==> src/pab_pkg.sv <==
// ============================================================================
// pab_pkg
// Shared constants, types and coefficient lookup for the additive partial bank.
// ============================================================================
package pab_pkg;

  // Default bank size and sine resolution.
  localparam int unsigned MaxPartialsDef = 16;
  localparam int unsigned SineDepthDef   = 1024;

  // Iterative divider geometry.
  localparam int unsigned DivW    = 24;
  localparam int unsigned DivCntW = 5;

  // Configuration register indexes.
  localparam logic [1:0] RegActiveCount  = 2'd0;
  localparam logic [1:0] RegHighDamping  = 2'd1;
  localparam logic [1:0] RegBrightTarget = 2'd2;
  localparam logic [1:0] RegBrightSmooth = 2'd3;

  // Odd polynomial for sin(pi/2 * v), Q1.30.
  localparam logic [30:0] SinC1 = 31'd1686629714;
  localparam logic [30:0] SinC3 = 31'd693598668;
  localparam logic [30:0] SinC5 = 31'd85569306;
  localparam logic [30:0] SinC7 = 31'd5026995;
  localparam logic [30:0] SinC9 = 31'd172273;

  // Request to the shared divider.
  typedef struct packed {
    logic               start;
    logic [DivW-1:0]    rem_init;
    logic [DivW-1:0]    num;
    logic [DivW-1:0]    den;
    logic [DivCntW-1:0] n_bits;
  } div_req_t;

  // Coefficient for each Horner step, highest order first after C9.
  function automatic logic [30:0] horner_coef(input logic [1:0] sel);
    logic [30:0] c;
    case (sel)
      2'd0:    c = SinC7;
      2'd1:    c = SinC5;
      2'd2:    c = SinC3;
      default: c = SinC1;
    endcase
    return c;
  endfunction

endpackage

==> src/pab_div.sv <==
// ============================================================================
// pab_div
// Restoring divider, one quotient bit per cycle, shared by the sequencer.
// ============================================================================
module pab_div (
  input  logic                        clk_i,
  input  logic                        rst_ni,
  input  pab_pkg::div_req_t           req_i,
  output logic                        done_o,
  output logic [pab_pkg::DivW-1:0]    quot_o
);
  import pab_pkg::*;

  logic               busy_q;
  logic               done_q;
  logic [DivCntW-1:0] cnt_q;
  logic [DivW-1:0]    rem_q;
  logic [DivW-1:0]    num_q;
  logic [DivW-1:0]    den_q;
  logic [DivW-1:0]    quot_q;
  logic [DivW:0]      trial;
  logic               fits;

  // Bring down the next numerator bit and try to subtract the divisor.
  assign trial = {rem_q, num_q[DivW-1]};
  assign fits  = (trial >= {1'b0, den_q});

  always_ff @(posedge clk_i or negedge rst_ni) begin
    if (!rst_ni) begin
      busy_q <= 1'b0;
      done_q <= 1'b0;
      cnt_q  <= '0;
    end else begin
      done_q <= busy_q && (cnt_q == DivCntW'(1));
      if (req_i.start) begin
        busy_q <= 1'b1;
        cnt_q  <= req_i.n_bits;
      end else if (busy_q) begin
        cnt_q <= cnt_q - DivCntW'(1);
        if (cnt_q == DivCntW'(1)) begin
          busy_q <= 1'b0;
        end
      end
    end
  end

  always_ff @(posedge clk_i) begin
    if (req_i.start) begin
      rem_q  <= req_i.rem_init;
      num_q  <= req_i.num;
      den_q  <= req_i.den;
      quot_q <= '0;
    end else if (busy_q) begin
      rem_q  <= fits ? DivW'(trial - {1'b0, den_q}) : trial[DivW-1:0];
      num_q  <= {num_q[DivW-2:0], 1'b0};
      quot_q <= {quot_q[DivW-2:0], fits};
    end
  end

  assign done_o = done_q;
  assign quot_o = quot_q;

endmodule

==> config.mk <==
export PLATFORM = sky130hd
export DESIGN_NAME = pab_div
export DESIGN_NICKNAME = d
export VERILOG_FILES = /design/src/pab_pkg.sv /design/src/pab_div.sv
export SDC_FILE = /design/constraint.sdc
export NUM_CORES = 1
export LEC_CHECK = 0
export BUFFER_PORTS_ARGS = -buffer_cell sky130_fd_sc_hd__clkbuf_2
export CORE_MARGIN = 10
export CORE_UTILIZATION = 45
export DETAILED_ROUTE_END_ITERATION = 10
export PLACE_DENSITY_LB_ADDON = 0.25
export SLEW_MARGIN = 20
export SYNTH_ARGS = -nofsm -noshare
export SYNTH_HDL_FRONTEND = slang
export SYNTH_SLANG_ARGS = --single-unit
==> constraint.sdc <==
create_clock -name clk_i -period 3.2 [get_ports clk_i]
set_input_delay 0 -clock clk_i [delete_from_list [all_inputs] [get_ports clk_i]]
set_output_delay 0 -clock clk_i [all_outputs]
set_load 0.005 [all_outputs]
==> results.json <==
{
  "regToRegSetupSlack_ns": 0.25,
  "gr-usage-all-layers_pct": 15.8,
  "start_util_pct": 46.2,
  "fin_ws_ns": 0.246,
  "hold_path_end": "rem_q[4]",
  "outcome": "complete, no violations",
  "gr-total-overflow": 0,
  "synth_ff_type": "edfxtp_1",
  "grt_pass1_wl_mm": 22.7,
  "clock_skew_ns": 0.00762,
  "num_antenna_cells": 0,
  "ir_worst_vdd_uv": 462,
  "maxSlewViolCount": 0,
  "core_sq_um": 12100,
  "ctsHoldBuffers": 72,
  "clk_latency_ns": 0.35,
  "design_area_sq_um": 7280,
  "portBuffers": 104,
  "synthCells": 516,
  "die_w_microns": 131,
  "hp-start": "req_i[57]",
  "worst_pin_slew_ns": 0.864,
  "hold_violations": 0,
  "path_class": "register to register",
  "yosys.cell_types.count": 55,
  "die_area_sq_um": 17200,
  "antenna_found_initial": 0,
  "post-route-drc-count": 0,
  "tns_ns": 0,
  "r2r-end": "rem_q[20]",
  "vias_per_cell": 5.01,
  "min_path_type": "input pin to register",
  "clock-root-buffer": "clkbuf_16",
  "die-height_microns": 131,
  "p_leak_nw": 3.32,
  "postSynthAreaPerCell_sq_um": 10.8,
  "wl_per_cell_microns": 15.7,
  "netlist_area_sq_um": 5570,
  "maxCapViolCount": 0,
  "synth_edf_count": 72,
  "r2r-start": "rem_q[20]",
  "synth_top_area_share_pct": 38.8,
  "period_minus_slack_ns": 2.95,
  "hpwlAfterDp_mm": 9.43,
  "power_density_nw_per_um2": 761,
  "place_congestion": 0.882,
  "fmax_ghz": 0.338,
  "pin_count": 105,
  "grt_max_degree": 73,
  "fin_hold_ws_ns": 0.00322,
  "critPathArrivalTime_ns": 3.05,
  "nNetsFinal": 795,
  "dp.cells": 773,
  "numCtsBuffers": 9,
  "syn_nets": 623,
  "synth_top_area_cell": "edfxtp_1",
  "synthArstFlopShare_pct": 6.80,
  "grt_pass1_vias": 4632,
  "final.period_utilization_pct": 92.3,
  "cts_buffer_depth": 2,
  "synth_area_leaders": "edfxtp_1, dfxtp_1, ha_1",
  "critPathMaxFanout": 9,
  "rsz0062_at_grt": "no",
  "vias": 4311,
  "start_kind": "register",
  "dp_slack_ns": 0.235,
  "cts_setup_buffers": 0,
  "rows": 40,
  "drtPass1Iterations": 4,
  "cp-end-kind": "register",
  "dr.first_iter.drc_count": 206,
  "clk_pin_slew_ns": 0.07,
  "layout-drive-gt1-share_pct": 23.8,
  "clkSinkCount": 103,
  "cp.required_ns": 3.30,
  "synth_warnings": 0,
  "setup_viol": 0,
  "post_dp_cell_area_sq_um": 6270,
  "ys_ff_latch": 103,
  "stdcell_count": 861,
  "area.growth.synth_to_final_pct": 30.8,
  "cts_tree": "done",
  "antenna_left": 0,
  "slew_headroom_pct": 42.4,
  "whs_path_depth": 3,
  "ctsHtreeMaxLevel": 3,
  "r2r_cells": 9,
  "wl_mm": 13.6,
  "postCtsResizedCells": 0,
  "ys_seq_area_share_pct": 50.6
}
==> layout by cell type (no fill, tap or decap), types with 5 or more instances in the layout <==
cell and count:
nor2b_1 19, ha_1 26, mux2_2 25, nor2_1 33, dfrtp_1 7, xor2_1 10
edfxtp_1 72, a21oi_1 59, clkbuf_2 103, xnor2_1 15, a31oi_1 8, a21o_1 16
clkbuf_16 9, o21ai_0 15, buf_4 11, mux2i_1 24, dlygate4sd3_1 72, nand2_1 38
and3_1 5, dfxtp_1 24, inv_1 32
==> cells in the mapped netlist, drive strengths merged, types with 5 or more instances <==
master  number
edfxtp      72
a21oi       60
nand2       38
nor2        34
inv         32
ha          26
mux2        25
dfxtp       24
mux2i       24
nor2b       19
a21o        16
clkbuf      15
o21ai       15
xnor2       15
buf         10
xor2        10
a31oi        8
dfrtp        7
and3         5
==> per-stage QoR <==
step,utilization (%),power [mW]
6_report,60.4,5.54
5_1_grt,60.4,5.95
4_1_cts,60.4,5.57
3_5_place_dp,52.0,4.37
3_3_place_gp,52.0,4.32
2_1_floorplan,-,3.77
==> metal layers <==
layer  routed length (microns)  global-route usage, %  vias to the layer above  part of all wire (%)
met5                         0                      0                        -                     0
met1                      5820                   18.8                     2008                    43
met2                      6740                   26.8                       91                    50
li1                          -                      -                     2204                     -
met3                       866                   5.11                        8                   6.4
met4                       122                   3.81                        0                  0.90
==> worst max-delay path by stage <==
stage,endpoint,slack [ns],cells past startpoint,startpoint
3_3_place_gp,rem_q[16],0.31,10,rem_q[11]
3_5_place_dp,rem_q[2],0.24,10,rem_q[18]
2_1_floorplan,rem_q[20],0.43,12,num_q[23]
6_report,rem_q[20],0.25,9,rem_q[20]
5_1_grt,rem_q[22],0.05,13,num_q[23]
4_1_cts,rem_q[2],0.22,10,rem_q[18]
==> power by group <==
group | internal [mW] | switching [mW] | total (mW)
registers | 1.75 | 0.139 | 1.89
logic | 1.12 | 1.41 | 2.54
clock network | 0.612 | 0.501 | 1.11
==> logic make-up after synthesis <==
kind of cell | count (synthesis) | synth area share, %
simple gates | 132 | 11.9
compound gates | 123 | 13.8
flops | 103 | 50.6
buf+inv | 57 | 4.13
mux | 49 | 9.37
fa+ha+maj | 27 | 6.20
xor+xnor | 25 | 3.93
==> flip-flops by register name (all words and copies together), names as in the netlist <==
| name | cells |
|---|---|
| den_q | 24 |
| num_q | 24 |
| quot_o | 24 |
| rem_q | 24 |
| cnt_q | 5 |
| busy_q | 1 |
| done_o | 1 |
==> final cells by class <==
class	instances	area (sq um)
repair buffers	186	1320
clock buffers	10	229
clock inverters	6	65.1
flip-flops and latches	103	2820
inverters	32	120
multi-input cells	356	2520
fillers	1023	4780
well taps	168	210
==> worst max-delay path, cell delays in order, from the launching register on <==
cell      delay, ns
edfxtp_1       0.41
ha_1           0.42
and3_1         0.26
nor4b_1        0.41
a21o_1         0.21
or3_1          0.13
a21oi_1        0.06
nor2_2         0.40
nor3b_1        0.11
a221o_1        0.29
No activity file was read; power rests on OpenSTA's default activity.
